==> config.mk <==
export PLATFORM = sky130hd
export DESIGN_NAME = traffic_light_pedestrian_sequencer
export DESIGN_NICKNAME = d
export VERILOG_FILES = /design/src/hw/rtl/tlps_pkg.sv /design/src/hw/rtl/tlps_csr.sv /design/src/hw/rtl/tlps_step.sv /design/src/hw/rtl/traffic_light_pedestrian_sequencer.sv
export VERILOG_INCLUDE_DIRS = /design/src /design/src/hw/rtl
export SDC_FILE = /design/constraint.sdc
export NUM_CORES = 1
export LEC_CHECK = 0
export BUFFER_PORTS_ARGS = -buffer_cell sky130_fd_sc_hd__buf_2
export CAP_MARGIN = 20
export CORE_AREA = 2 2 119 121
export DETAILED_ROUTE_END_ITERATION = 7
export DIE_AREA = 0 0 121 123
export PLACE_DENSITY = 0.53
export SYNTH_ARGS = -nofsm -noshare
export SYNTH_HDL_FRONTEND = slang
export SYNTH_HIERARCHICAL = 1
export SYNTH_SLANG_ARGS = --single-unit
export TNS_END_PERCENT = 50
==> constraint.sdc <==
create_clock -name clock -period 4.5 [get_ports clock]
set_clock_uncertainty 0.05 [all_clocks]
set_input_delay 0.45 -clock clock [delete_from_list [all_inputs] [get_ports clock]]
set_output_delay 0.45 -clock clock [all_outputs]
set_load 0.02 [all_outputs]
==> src/hw/rtl/traffic_light_pedestrian_sequencer_assert.svh <==
// assertion macros used by the sequencer top file
`ifndef TRAFFIC_LIGHT_PEDESTRIAN_SEQUENCER_ASSERT_SVH
`define TRAFFIC_LIGHT_PEDESTRIAN_SEQUENCER_ASSERT_SVH

// same-cycle implication, checked on every rising clock edge outside reset
`define TLPS_ASSERT_IMP(lbl, ante, cons) \
   lbl: assert property (@(posedge clock) disable iff (reset) (ante) |-> (cons)) \
      else $error("sequencer assertion failed");

// next-cycle implication
`define TLPS_ASSERT_NEXT(lbl, ante, cons) \
   lbl: assert property (@(posedge clock) disable iff (reset) (ante) |=> (cons)) \
      else $error("sequencer assertion failed");

`endif

==> src/hw/rtl/tlps_pkg.sv <==
`default_nettype none
package tlps_pkg;

   localparam int TICK_COUNT_WIDTH_DEF = 16;
   localparam int CFG_W   = 16;
   localparam int BLINK_W = 4;
   localparam int PHASE_W = 4;
   localparam int CSR_IDX_W = 2;

   // phase codes
   localparam logic [PHASE_W-1:0] PHASE_GREEN       = 4'd0;
   localparam logic [PHASE_W-1:0] PHASE_GREEN_BLINK = 4'd1;
   localparam logic [PHASE_W-1:0] PHASE_RED         = 4'd2;
   localparam logic [PHASE_W-1:0] PHASE_RED_BLINK   = 4'd3;
   localparam logic [PHASE_W-1:0] PHASE_WARN        = 4'd4;
   localparam logic [PHASE_W-1:0] PHASE_WARN_BLINK  = 4'd5;
   localparam logic [PHASE_W-1:0] PHASE_CROSS       = 4'd6;
   localparam logic [PHASE_W-1:0] PHASE_CROSS_BLINK = 4'd7;
   localparam logic [PHASE_W-1:0] PHASE_RESUME      = 4'd8;

   // register indexes
   localparam logic [CSR_IDX_W-1:0] CSR_LONG_PHASE  = 2'd0;
   localparam logic [CSR_IDX_W-1:0] CSR_WARNING     = 2'd1;
   localparam logic [CSR_IDX_W-1:0] CSR_BLINK_HALF  = 2'd2;
   localparam logic [CSR_IDX_W-1:0] CSR_BLINK_COUNT = 2'd3;

   // register reset values
   localparam logic [CFG_W-1:0]   LONG_PHASE_RST  = 16'd5000;
   localparam logic [CFG_W-1:0]   WARNING_RST     = 16'd2000;
   localparam logic [CFG_W-1:0]   BLINK_HALF_RST  = 16'd500;
   localparam logic [BLINK_W-1:0] BLINK_COUNT_RST = 4'd5;

   typedef struct packed {
      logic [CFG_W-1:0]   long_phase_ticks;
      logic [CFG_W-1:0]   warning_ticks;
      logic [CFG_W-1:0]   blink_half_ticks;
      logic [BLINK_W-1:0] blink_cycles;
   } tlps_cfg_type;

   typedef struct packed {
      logic [PHASE_W-1:0] phase;
      logic [BLINK_W-1:0] blinks_done;
      logic               yellow_lit;
   } tlps_state_type;

   typedef struct packed {
      logic               car_green;
      logic               car_yellow;
      logic               car_red;
      logic               walk_green;
      logic               walk_yellow;
      logic               walk_red;
      logic [PHASE_W-1:0] phase_code;
   } tlps_result_type;

   function automatic logic is_blink(input logic [PHASE_W-1:0] p);
      return (p == PHASE_GREEN_BLINK) || (p == PHASE_RED_BLINK) ||
             (p == PHASE_WARN_BLINK) || (p == PHASE_CROSS_BLINK);
   endfunction

   function automatic logic [PHASE_W-1:0] next_phase(input logic [PHASE_W-1:0] p);
      logic [PHASE_W-1:0] n;
      case (p)
         PHASE_GREEN:       n = PHASE_GREEN_BLINK;
         PHASE_GREEN_BLINK: n = PHASE_RED;
         PHASE_RED:         n = PHASE_RED_BLINK;
         PHASE_WARN:        n = PHASE_WARN_BLINK;
         PHASE_WARN_BLINK:  n = PHASE_CROSS;
         PHASE_CROSS:       n = PHASE_CROSS_BLINK;
         PHASE_CROSS_BLINK: n = PHASE_RESUME;
         default:           n = PHASE_GREEN;
      endcase
      return n;
   endfunction

   // a zero length or count behaves as one
   function automatic logic [CFG_W-1:0] min_one_len(input logic [CFG_W-1:0] v);
      return (v == '0) ? CFG_W'(1) : v;
   endfunction

   function automatic logic [BLINK_W-1:0] min_one_cnt(input logic [BLINK_W-1:0] v);
      return (v == '0) ? BLINK_W'(1) : v;
   endfunction

endpackage
`default_nettype wire

==> src/hw/rtl/tlps_csr.sv <==
`default_nettype none
module tlps_csr (
   input  wire logic                           clock,
   input  wire logic                           reset,
   input  wire logic                           csr_wr_en,
   input  wire logic [tlps_pkg::CSR_IDX_W-1:0] csr_index,
   input  wire logic [tlps_pkg::CFG_W-1:0]     csr_wr_data,
   output tlps_pkg::tlps_cfg_type              cfg
);
   import tlps_pkg::*;

   tlps_cfg_type cfg_ff;
   tlps_cfg_type cfg_in;

   always_comb begin
      cfg_in = cfg_ff;
      if (csr_wr_en) begin
         case (csr_index)
            CSR_LONG_PHASE:  cfg_in.long_phase_ticks = csr_wr_data;
            CSR_WARNING:     cfg_in.warning_ticks    = csr_wr_data;
            CSR_BLINK_HALF:  cfg_in.blink_half_ticks = csr_wr_data;
            CSR_BLINK_COUNT: cfg_in.blink_cycles     = csr_wr_data[BLINK_W-1:0];
            default:         cfg_in = cfg_ff;
         endcase
      end
   end

   always_ff @(posedge clock) begin
      if (reset) begin
         cfg_ff.long_phase_ticks <= LONG_PHASE_RST;
         cfg_ff.warning_ticks    <= WARNING_RST;
         cfg_ff.blink_half_ticks <= BLINK_HALF_RST;
         cfg_ff.blink_cycles     <= BLINK_COUNT_RST;
      end else begin
         cfg_ff <= cfg_in;
      end
   end

   assign cfg = cfg_ff;

endmodule
`default_nettype wire

==> src/hw/rtl/tlps_step.sv <==
`default_nettype none
module tlps_step #(
   parameter int TICK_COUNT_WIDTH = tlps_pkg::TICK_COUNT_WIDTH_DEF
) (
   input  wire logic                        press,
   input  wire tlps_pkg::tlps_cfg_type      cfg,
   input  wire tlps_pkg::tlps_state_type    state_cur,
   input  wire logic [TICK_COUNT_WIDTH-1:0] count_cur,
   output tlps_pkg::tlps_state_type         state_nxt,
   output logic [TICK_COUNT_WIDTH-1:0]      count_nxt,
   output tlps_pkg::tlps_result_type        result
);
   import tlps_pkg::*;

   localparam int CMP_W = ((TICK_COUNT_WIDTH > CFG_W) ? TICK_COUNT_WIDTH : CFG_W) + 1;

   logic [PHASE_W-1:0]        phase_eff;
   logic [BLINK_W-1:0]        blinks;
   logic [BLINK_W-1:0]        blinks_inc;
   logic                      lit;
   logic [TICK_COUNT_WIDTH-1:0] cnt;
   logic [TICK_COUNT_WIDTH:0] cnt_inc;
   logic [CFG_W-1:0]          limit;
   logic                      blinking;
   logic                      yel;
   logic                      span_done;
   logic [PHASE_W-1:0]        phase_adv;

   always_comb begin
      phase_eff = state_cur.phase;
      blinks    = state_cur.blinks_done;
      lit       = state_cur.yellow_lit;
      cnt       = count_cur;
      // unreachable codes fall back to car green
      if (phase_eff > PHASE_RESUME) begin
         phase_eff = PHASE_GREEN;
         blinks    = '0;
         lit       = 1'b0;
         cnt       = '0;
      end
      // press in normal mode jumps straight into the pedestrian sequence
      if (press && (phase_eff <= PHASE_RED_BLINK)) begin
         phase_eff = (phase_eff >= PHASE_RED) ? PHASE_CROSS : PHASE_WARN;
         blinks    = '0;
         lit       = 1'b0;
         cnt       = '0;
      end
   end

   assign blinking = is_blink(phase_eff);
   assign yel      = blinking & lit;

   always_comb begin
      result            = '0;
      result.phase_code = phase_eff;
      case (phase_eff)
         PHASE_GREEN: begin
            result.car_green = 1'b1;
         end
         PHASE_GREEN_BLINK: begin
            result.car_green  = 1'b1;
            result.car_yellow = yel;
         end
         PHASE_RED: begin
            result.car_red = 1'b1;
         end
         PHASE_RED_BLINK: begin
            result.car_red    = 1'b1;
            result.car_yellow = yel;
         end
         PHASE_WARN, PHASE_RESUME: begin
            result.car_green = 1'b1;
            result.walk_red  = 1'b1;
         end
         PHASE_WARN_BLINK: begin
            result.car_green   = 1'b1;
            result.walk_red    = 1'b1;
            result.car_yellow  = yel;
            result.walk_yellow = yel;
         end
         PHASE_CROSS: begin
            result.car_red    = 1'b1;
            result.walk_green = 1'b1;
         end
         PHASE_CROSS_BLINK: begin
            result.car_red     = 1'b1;
            result.walk_green  = 1'b1;
            result.car_yellow  = yel;
            result.walk_yellow = yel;
         end
         default: begin
            result.car_green = 1'b0;
         end
      endcase
   end

   // span timer: ends on reaching the limit or on counter overflow
   assign cnt_inc = {1'b0, cnt} + (TICK_COUNT_WIDTH+1)'(1);
   assign limit   = blinking ? min_one_len(cfg.blink_half_ticks) :
                    (phase_eff == PHASE_WARN) ? min_one_len(cfg.warning_ticks) :
                    min_one_len(cfg.long_phase_ticks);
   assign span_done = (CMP_W'(cnt_inc) >= CMP_W'(limit)) || cnt_inc[TICK_COUNT_WIDTH];
   assign blinks_inc = blinks + BLINK_W'(1);
   assign phase_adv  = next_phase(phase_eff);

   always_comb begin
      state_nxt.phase       = phase_eff;
      state_nxt.blinks_done = blinks;
      state_nxt.yellow_lit  = lit;
      count_nxt             = cnt_inc[TICK_COUNT_WIDTH-1:0];
      if (span_done) begin
         count_nxt = '0;
         if (!blinking || (!lit && (blinks_inc >= min_one_cnt(cfg.blink_cycles)))) begin
            state_nxt.phase       = phase_adv;
            state_nxt.blinks_done = '0;
            state_nxt.yellow_lit  = is_blink(phase_adv);
         end else if (lit) begin
            state_nxt.yellow_lit = 1'b0;
         end else begin
            state_nxt.blinks_done = blinks_inc;
            state_nxt.yellow_lit  = 1'b1;
         end
      end
   end

endmodule
`default_nettype wire

==> src/hw/rtl/traffic_light_pedestrian_sequencer.sv <==
`default_nettype none
`include "traffic_light_pedestrian_sequencer_assert.svh"
// traffic light sequencer with pedestrian button: each req transaction is one time
// tick carrying the button flag, and each tick returns exactly one rsp transaction
// with the six lamps and the phase code shown in that tick. a tick passes through
// an input register, then the phase/timer logic, then the result register, and
// one tick is taken every cycle as long as rsp_ready keeps up; the only per-tick
// limit is the single phase and counter update. timing registers are written
// through the csr port (index 0 long phase, 1 warning, 2 blink half, 3 blink
// count); the user must write them only while no tick is in flight, which the
// block does not enforce. a value of zero acts as one. TICK_COUNT_WIDTH sets the
// tick counter; a span longer than it can count ends when the counter would wrap.
module traffic_light_pedestrian_sequencer #(
   parameter int TICK_COUNT_WIDTH = tlps_pkg::TICK_COUNT_WIDTH_DEF
) (
   input  wire logic                           clock,
   input  wire logic                           reset,
   input  wire logic                           req_valid,
   output logic                                req_ready,
   input  wire logic                           req_button_press,
   output logic                                rsp_valid,
   input  wire logic                           rsp_ready,
   output logic                                rsp_car_green,
   output logic                                rsp_car_yellow,
   output logic                                rsp_car_red,
   output logic                                rsp_walk_green,
   output logic                                rsp_walk_yellow,
   output logic                                rsp_walk_red,
   output logic [tlps_pkg::PHASE_W-1:0]        rsp_phase_code,
   input  wire logic                           csr_wr_en,
   input  wire logic [tlps_pkg::CSR_IDX_W-1:0] csr_index,
   input  wire logic [tlps_pkg::CFG_W-1:0]     csr_wr_data
);
   import tlps_pkg::*;

   tlps_cfg_type    cfg;

   // input stage
   logic            in_valid_ff;
   logic            in_valid_in;
   logic            press_ff;

   // sequencer state
   tlps_state_type  state_ff;
   tlps_state_type  state_in;
   logic [TICK_COUNT_WIDTH-1:0] count_ff;
   logic [TICK_COUNT_WIDTH-1:0] count_in;

   // result stage
   tlps_result_type result_in;
   tlps_result_type result_ff;
   logic            rsp_valid_ff;
   logic            rsp_valid_in;

   logic            out_free;
   logic            advance;
   logic            req_take;

   tlps_csr u_csr (
      .clock       (clock),
      .reset       (reset),
      .csr_wr_en   (csr_wr_en),
      .csr_index   (csr_index),
      .csr_wr_data (csr_wr_data),
      .cfg         (cfg)
   );

   tlps_step #(
      .TICK_COUNT_WIDTH (TICK_COUNT_WIDTH)
   ) u_step (
      .press     (press_ff),
      .cfg       (cfg),
      .state_cur (state_ff),
      .count_cur (count_ff),
      .state_nxt (state_in),
      .count_nxt (count_in),
      .result    (result_in)
   );

   // result slot is free when empty or being drained this cycle
   assign out_free  = !rsp_valid_ff || rsp_ready;
   // the buffered tick is processed when its result has somewhere to go
   assign advance   = in_valid_ff && out_free;
   assign req_ready = !in_valid_ff || out_free;
   assign req_take  = req_valid && req_ready;

   always_comb begin
      in_valid_in = in_valid_ff;
      if (req_take) begin
         in_valid_in = 1'b1;
      end else if (advance) begin
         in_valid_in = 1'b0;
      end
   end

   always_comb begin
      rsp_valid_in = rsp_valid_ff;
      if (advance) begin
         rsp_valid_in = 1'b1;
      end else if (rsp_ready) begin
         rsp_valid_in = 1'b0;
      end
   end

   // control state
   always_ff @(posedge clock) begin
      if (reset) begin
         in_valid_ff  <= 1'b0;
         rsp_valid_ff <= 1'b0;
         state_ff     <= '0;
         count_ff     <= '0;
      end else begin
         in_valid_ff  <= in_valid_in;
         rsp_valid_ff <= rsp_valid_in;
         if (advance) begin
            state_ff <= state_in;
            count_ff <= count_in;
         end
      end
   end

   // payload registers
   always_ff @(posedge clock) begin
      if (req_take) begin
         press_ff <= req_button_press;
      end
      if (advance) begin
         result_ff <= result_in;
      end
   end

   assign rsp_valid       = rsp_valid_ff;
   assign rsp_car_green   = result_ff.car_green;
   assign rsp_car_yellow  = result_ff.car_yellow;
   assign rsp_car_red     = result_ff.car_red;
   assign rsp_walk_green  = result_ff.walk_green;
   assign rsp_walk_yellow = result_ff.walk_yellow;
   assign rsp_walk_red    = result_ff.walk_red;
   assign rsp_phase_code  = result_ff.phase_code;

   // a processed tick always lands in the result register
   `TLPS_ASSERT_NEXT(a_advance_fills, advance, rsp_valid_ff)
   // a buffered tick that cannot move is kept
   `TLPS_ASSERT_NEXT(a_tick_held, in_valid_ff && !out_free, in_valid_ff)
   // exactly one car lamp of green and red is lit
   `TLPS_ASSERT_IMP(a_car_lamps, rsp_valid_ff, result_ff.car_green ^ result_ff.car_red)
   // walkers only get green while cars see red
   `TLPS_ASSERT_IMP(a_walk_safe, rsp_valid_ff && result_ff.walk_green, result_ff.car_red)
   // a press during car green shows the warning hold in the same tick
   `TLPS_ASSERT_NEXT(a_press_warn,
      advance && press_ff && (state_ff.phase <= PHASE_GREEN_BLINK),
      rsp_phase_code == PHASE_WARN)

endmodule
`default_nettype wire

==> impl_summary.md, run 1 <==
GRT
The final global-route overflow total is 0. In the global route stage, overall resource usage came out at 0.174. Entering global routing, the biggest net connects 70 pins.

The number of global-route vias before repair is 4,059. The first-pass GRT wire length is 20,200 um. The number of antenna violations at the first check in global routing was 0.

CTS
Clock latency on the worst-skew pair, taken at its later pin, is 0.35 ns. For this design, the sink count on the clock tree is 90. TritonCTS built the clock tree. For this design, the CTS-stage hold fixing added 0 buffers. The clock passes through at most 2 buffers.

Clock-pin slew was measured on the worst setup and hold paths at 0.06 ns. The clock tree synthesis step divided the H-tree into 3 levels. The number of buffers inserted during clock tree synthesis is 9. The root buffer cell chosen for the clock tree is clkbuf_16.

Critical path
The number of cell instances on the worst register-to-register path is 16. The kind of critical path is reg2reg. The worst setup path startpoint is state_ff[7]. The worst flop-to-flop path endpoint is state_ff[7]. The endpoint kind of the worst setup timing path is a flop.

The reg2reg setup slack is 0.33 ns. Along the worst path, the maximum fanout reaches 11. The startpoint of the worst register-to-register path is state_ff[7].

At the worst endpoint, the required time is 4.73 ns. At the worst endpoint, the arrival time is 4.40 ns. The worst setup path is launched from a flop. Following the worst setup path forward leads to its endpoint at state_ff[7].

Floorplanning
The die is 123 um tall. The initial utilization of the core area, before any placement, comes to 0.392. The number of placement rows is 43. In this run the standard cell core region covers 0.0136 mm^2.

Measured along the x axis, the die boundary spans 121 um. The floorplan step defined a die boundary enclosing 0.0149 mm^2. 36 I/O pins were placed.

Layout
The share of cells above drive strength 1 is 0.137. The number of antenna cells inserted is 0. The total of fill cells in the finished design is 1,349.

Compared with the post-synthesis result, the final layout area differs by 12.8%. The top cell types in the final layout, fill and taps aside, are nand2b_1 (101), dfxtp_1 (78), mux2i_1 (77). Measured on the finished design, the core utilization comes to 0.443. After the last flow step, the layout net total stands at 667. The cell area after layout is 0.00603 mm^2. Leaving out fill and tap cells, the most frequent cell in the layout is nand2b_1.

Power and ir drop
The worst-case IR drop observed on VDD is 0.276 mV. The cell area power density is 306 mW/mm^2. The leakage power is 2.43 nW.

STA
The ratio of final minimum period to clock period is 0.926. The slew of the pin with the lowest slew margin is 1.00 ns. The number of max-slew violations in the final report is 0. The headroom to the max-slew limit is 0.328. Setup violations remaining at the end of the flow were counted as 0. The routed design could run at a clock period as short as 4.17 ns. The number of hold violations in the final report is 0. After routing, the total negative slack on setup checks comes to 0 ns. The maximum clock frequency is 0.240 GHz.

Status
The flow ran to the end, but the final reports show violations. The final reports fail on design-rule violations.

Detailed routing
The count of unresolved DRC violations after routing is 7. In the detailed route, the total length drawn on met3 is 550 um. The routed design has 12,500 um of wire. The top layer used by detailed routing is met4. The DRC marker count from the first detailed-route iteration is 314. Once detail routing completed, the nets flagged for antenna violations numbered 0. Using the TritonRoute via totals, the vias-per-cell ratio works out to 5.26. The routed length on met1 is 5890 um. The via count is 4,238.

The number of search-and-repair iterations in the first detailed-routing pass is 8. The wire length on met2 is 5840 um. The detail-routed net length per standard cell is 15.5 um.

Yosys
Synthesis instantiated 58 different standard cells from the library. The complex-gate fraction of the synthesized area is 0.0923. The number of nets in the synthesized netlist is 637. The cell type contributing the most total cell area after synthesis is dfxtp_1. The number of enable-type register cells in the synthesized netlist is 11.

The mean area per synthesized cell is 9.04 um^2. Of the total synthesized cell area, the portion taken by full adders, half adders and majority gates is 0.0515. Measured against the total synthesized area, the mux share comes to 0.144. Sorting the synthesized cells by area gives the leading types as dfxtp_1 (30%), mux2i_1 (14%), nand2b_1 (12%).

The number of cells produced by synthesis is 591. The share of the yosys chip area belonging to registers is 0.358. The fraction of synthesized cell area taken by the top area cell type is 0.296. The most common flop cell mapped by yosys is dfxtp_1. Of the total synthesized cell area, the portion taken by XOR and XNOR cells is 0.0262.

The main combinational cell family by area after synthesis is simple AND/OR/NAND/NOR gates. The number of synthesis warnings is 6. After synthesis, the share of flip-flops with an asynchronous set or reset is 0. The number of synthesized register bits is 90. The area share of and/or/nand/nor cells after synthesis is 0.274. The summed instance area of the synthesized netlist is 0.00534 mm^2.

Placed design
The port buffer count is 35. The HPWL after detailed placement is 9020 um. The routability-driven placement congestion ratio is 0.846. Summing all placed instances gives a cell area of 0.00563 mm^2.

Min path
The tightest min-delay check is of the in2reg type.

Job
Across the run, the number of max-cap violations was 0.
## synth_stat cells (all sizes together) (3+ instances only)
library cell / number
or3b: 3
nor2: 65
nor4: 14
ha: 22
o21ai: 18
a21oi: 8
clkbuf: 19
xor2: 7
a222oi: 10
nand2: 24
xnor2: 9
dfxtp: 79
nand3: 16
nor3: 16
a211oi: 4
inv: 19
and2: 6
nor2b: 4
nand2b: 101
nand4: 6
edfxtp: 11
buf: 16
mux2i: 77
## layout make-up
class,count,area (um^2),area share
clock buffer,12,268,0.0444
clock inverter,4,53.8,0.00893
inverter,19,71.3,0.0118
multi-input combinational,447,3180,0.527
sequential,90,1910,0.317
tap,180,225,0.0374
timing repair buffer,54,318,0.0527
## kinds of logic after synthesis
group	Yosys count
simple gates	269
flops	90
mux	77
compound gates	63
buf+inv	54
fa+ha+maj	22
xor+xnor	16
## flip-flops by register name (all words and copies together) (netlist names), 4 cells and up
name	count
state_ff	9
u_csr/cfg	52
rsp_phase_code	4
count_ff	16
## how the worst min path moves through the flow
stage	cells after the start	startpoint	end	slack, ns
floorplan	2	state_ff[0]	state_ff[0]	0.40
global placement	2	u_csr/cfg[3]	u_csr/cfg[3]	0.42
detailed placement	2	u_csr/cfg[3]	u_csr/cfg[3]	0.42
CTS	1	req_button_press	press_ff	0.23
finish	1	req_button_press	press_ff	0.24
global route	1	req_button_press	press_ff	0.23
## through the flow
| stage | setup WS (ns) | power, mW | hold slack [ns] | std cells |
|---|---|---|---|---|
| 6_report | 0.333 | 1.84 | 0.238 | 806 |
| 5_1_grt | -0.00906 | 1.91 | 0.229 | 806 |
| 4_1_cts | 0.000925 | 1.86 | 0.234 | 799 |
| 3_5_place_dp | 0.0191 | 1.05 | 0.420 | 783 |
| 3_3_place_gp | 0.173 | 1.04 | 0.418 | 783 |
| 2_1_floorplan | 0.447 | 0.996 | 0.397 | 591 |
## timing repair
item                       CTS  global route
buffers inserted             0             7
gates resized for setup      0             6
setup endpoints to repair    0            25
## critical path, stage by stage (launching register included)
cell and delay, ns:
dfxtp_1 0.35, buf_4 0.19, a21oi_1 0.14, nor2_1 0.09
nor3_4 0.46, a41oi_1 0.11, and2_2 0.30, a222oi_1 0.42
ha_1 0.32, a211oi_1 0.28, o22ai_1 0.14, o211ai_1 0.31
o311ai_4 0.25, buf_4 0.21, a311oi_1 0.24, nand2b_1 0.09
mux2i_1 0.13
## routing by layer
layer | GRT usage | vias to the layer above
met5 | 0 | -
met4 | 0.0654 | 0
met3 | 0.0406 | 17
met2 | 0.286 | 94
met1 | 0.224 | 1990
li1 | - | 2137
## power by group
part	internal [mW]	switching (mW)
Clock	0.484	0.328
Combinational	0.0771	0.0994
Sequential	0.835	0.0192
Power figures use the tool's default switching activity.
==> inputs of run 2 (changes only) <==
Settings changed: CORE_AREA 2 2 119 121 to 2 2 150 152, DIE_AREA 0 0 121 123 to 0 0 152 154, PLACE_DENSITY 0.53 to 0.36.
==> run 2 against run 1 <==
- the flow now finishes without violations
- via count increased by 0.78%
- combinational power increased by 4%
- fmax decreased by 0.77%
- core utilization decreased by 16 points
- non-clock buffer count decreased by 2
- register-to-register slack got worse by 0.03 ns
- final area increased by 2.0%
==> impl_summary.md, run 2 (synthesized netlist as in run 1, its figures left out) <==
Status
Run status: finished clean (was complete, but fails checks).

GRT
The final global-route overflow total is 0 (unchanged). The global routing usage on met3 was 0.0248 (was 0.0406). The number of antenna violations at the first check in global routing is 0 (unchanged). The met2 routing resource usage after global routing is 0.189 (was 0.286). The maximum number of pins on one net before global-route repair is 68 (was 70).

The number of global-route vias before repair came to 4,061 (was 4,059). The global-route track usage on met1 was 0.163 (was 0.224). The all-layer global routing usage is 0.119 (was 0.174). The first-pass GRT wire length is 22,200 um (was 20,200 um). The global-route layer with the greatest usage is met2 (unchanged).

Detailed routing
The number of search-and-repair iterations in the first detailed-routing pass is 5 (was 8). The overall routed net length came to 13,900 um (was 12,500 um). The count of unresolved DRC violations after routing came to 0 (was 7). The number of nets with antenna violations after detailed routing is 0 (unchanged). The via count was 4,271 (was 4,238). The detail-routed net length per standard cell is 15.3 um (was 15.5 um). The DRC marker count from the first detailed-route iteration is 285 (was 314).

The detail-routed via count per cell is 4.72 (was 5.26).

Min path
The path type of the worst min-delay path is in2reg (unchanged).

Layout
The share of cells above drive strength 1 came to 0.135 (was 0.137). The relative area change from synthesis to final layout came to 15.0% (was 12.8%). The post-route non-filler standard cell count is 904 (was 806). Most frequent cells in the layout: nand2b_1 (101), dfxtp_1 (78), mux2i_1 (77) (unchanged).

The number of flip-flops under the largest register name is 52 (unchanged). The number of antenna cells inserted is 0 (unchanged). The most common cell after layout, fill and taps aside is nand2b_1 (unchanged). The final standard cell utilization of the core is 0.283 (was 0.443). The total of fill cells in the finished design was 2,305 (was 1,349). The count of nets after finishing is 665 (was 667).

Floorplanning
The horizontal die dimension came to 152 um (was 121 um). The die span in y came to 154 um (was 123 um). The number of placement rows is 54 (was 43). The overall die area is 0.0234 mm^2 (was 0.0149 mm^2). The starting density of the core is 0.246 (was 0.392). The number of primary I/O pins came to 36 (unchanged). The area of the core came to 0.0217 mm^2 (was 0.0136 mm^2).

STA
The number of hold violations in the final report is 0 (unchanged). The number of endpoints failing setup at the final stage is 0 (unchanged). The slew of the pin with the lowest slew margin is 1.06 ns (was 1.00 ns).

The maximum clock frequency is 0.238 GHz (was 0.240 GHz). The headroom to the max-slew limit was 0.293 (was 0.328). The ratio of final minimum period to clock period was 0.933 (was 0.926). The number of max-slew violations in the final report is 0 (unchanged). The worst hold-check slack is 0.226 ns (was 0.238 ns).

The final total negative setup slack was 0 ns (unchanged). The final critical path time including I/O delays and setup is 4.20 ns (was 4.17 ns). Setup repair after global routing left no endpoint under its margin.

Power and ir drop
The net switching power figure is 461 uW (was 447 uW). The leakage power came to 2.42 nW (was 2.43 nW). The fraction of power consumed by the clock network is 0.447 (was 0.441).

The internal power component is 1.42 mW (was 1.40 mW). The switching power share of the total was 0.246 (was 0.242). The combinational group share of total power is 0.098 (was 0.096). The worst voltage drop across the vdd grid is 0.157 mV (was 0.276 mV).

The fraction of power consumed by sequential logic is 0.455 (was 0.464). The cell area power density was 305 mW/mm^2 (was 306 mW/mm^2).

CTS
The CTS clock-pin slew for the worst setup and hold paths is 0.06 ns (about the same). The number of buffers inserted during clock tree synthesis was 9 (unchanged). The number of levels the H-tree was split into came to 3 (unchanged). The clock tree from TritonCTS was yes (unchanged). The CTS sink count is 90 (unchanged). The clock network latency to the later pin of the worst-skew pair is 0.35 ns (about the same). The buffer levels on the longest clock path is 2 (unchanged). The clock root buffer is clkbuf_16 (unchanged).

Critical path
The kind of critical path is reg2reg (unchanged). The maximum fanout encountered on the critical timing path is 9 (was 11). The required time of the worst setup path was 4.72 ns (was 4.73 ns). The endpoint kind of the worst setup timing path is a flop (unchanged). The category of the worst setup path launch point is a flop (unchanged). The critical path data arrival time is 4.42 ns (was 4.40 ns).

Placed design
The routability-driven placement congestion ratio is 0.773 (was 0.846). The post-DP HPWL is 10,100 um (was 9020 um). The port buffer count came to 35 (unchanged). The placed instance count is 884 (was 783).

Job
The number of max-cap violations came to 0 (unchanged).
## run 2: what timing repair did
item / CTS / global route
pin swaps: 0 / 2
hold buffers: 0 / 0
buffers inserted: 0 / 4
endpoints found under the setup margin: 2 / 25
gates resized for setup: 1 / 4
## run 2: final timing paths
path / start / to / slack [ns] / cells after the start
min reg2reg: u_csr/cfg[3] / u_csr/cfg[3] / 0.43 / 2
max reg2reg: state_ff[6] / state_ff[7] / 0.30 / 18
max: state_ff[6] / state_ff[7] / 0.30 / 18
min: req_button_press / press_ff / 0.23 / 1
## run 2: area by class of cell
| cell class | instances | area, um^2 | share of cell area |
|---|---|---|---|
| clock buffer | 12 | 279 | 0.0454 |
| clock inverter | 4 | 52.6 | 0.00855 |
| inverter | 19 | 71.3 | 0.0116 |
| multi-input combinational | 447 | 3180 | 0.517 |
| sequential | 90 | 1910 | 0.311 |
| tap | 280 | 350 | 0.0570 |
| timing repair buffer | 52 | 303 | 0.0493 |
## run 2: metrics by stage
stage | power (mW) | setup slack, ns | instance area, um^2
floorplan | 0.996 | 0.447 | 5340
global placement | 1.05 | 0.0794 | 5760
detailed placement | 1.06 | -0.00364 | 5760
CTS | 1.91 | 0.0773 | 6100
global route | 1.95 | 0.0120 | 6140
finish | 1.88 | 0.300 | 6140
## run 2: power by group through the flow
| stage | clock (mW) | combinational, mW | sequential [mW] |
|---|---|---|---|
| floorplan | 0 | 0.126 | 0.870 |
| global placement | 0 | 0.180 | 0.873 |
| detailed placement | 0 | 0.182 | 0.873 |
| CTS | 0.868 | 0.184 | 0.854 |
| global route | 0.895 | 0.202 | 0.857 |
| finish | 0.840 | 0.183 | 0.854 |
## run 2: worst max-delay path, stage by stage (launching register included)
cell      delay [ns]
dfxtp_1         0.40
o31a_1          0.35
nor2_1          0.21
and2_1          0.21
ha_1            0.22
nand2_1         0.09
or4_4           0.53
nor2_1          0.13
xnor2_1         0.16
nor2_1          0.07
ha_1            0.31
o21ai_0         0.08
o21ai_0         0.10
a31oi_1         0.32
o311ai_4        0.22
buf_4           0.22
a311oi_1        0.21
nand2b_1        0.08
mux2i_1         0.15
## run 2: per-layer routing
layer | routed length (um) | vias to the layer above | share of wire
met4 | 189 | 0 | 0.014
met3 | 496 | 15 | 0.036
li1 | - | 2132 | -
met2 | 6130 | 86 | 0.44
met5 | 0 | - | 0
met1 | 7050 | 2038 | 0.51
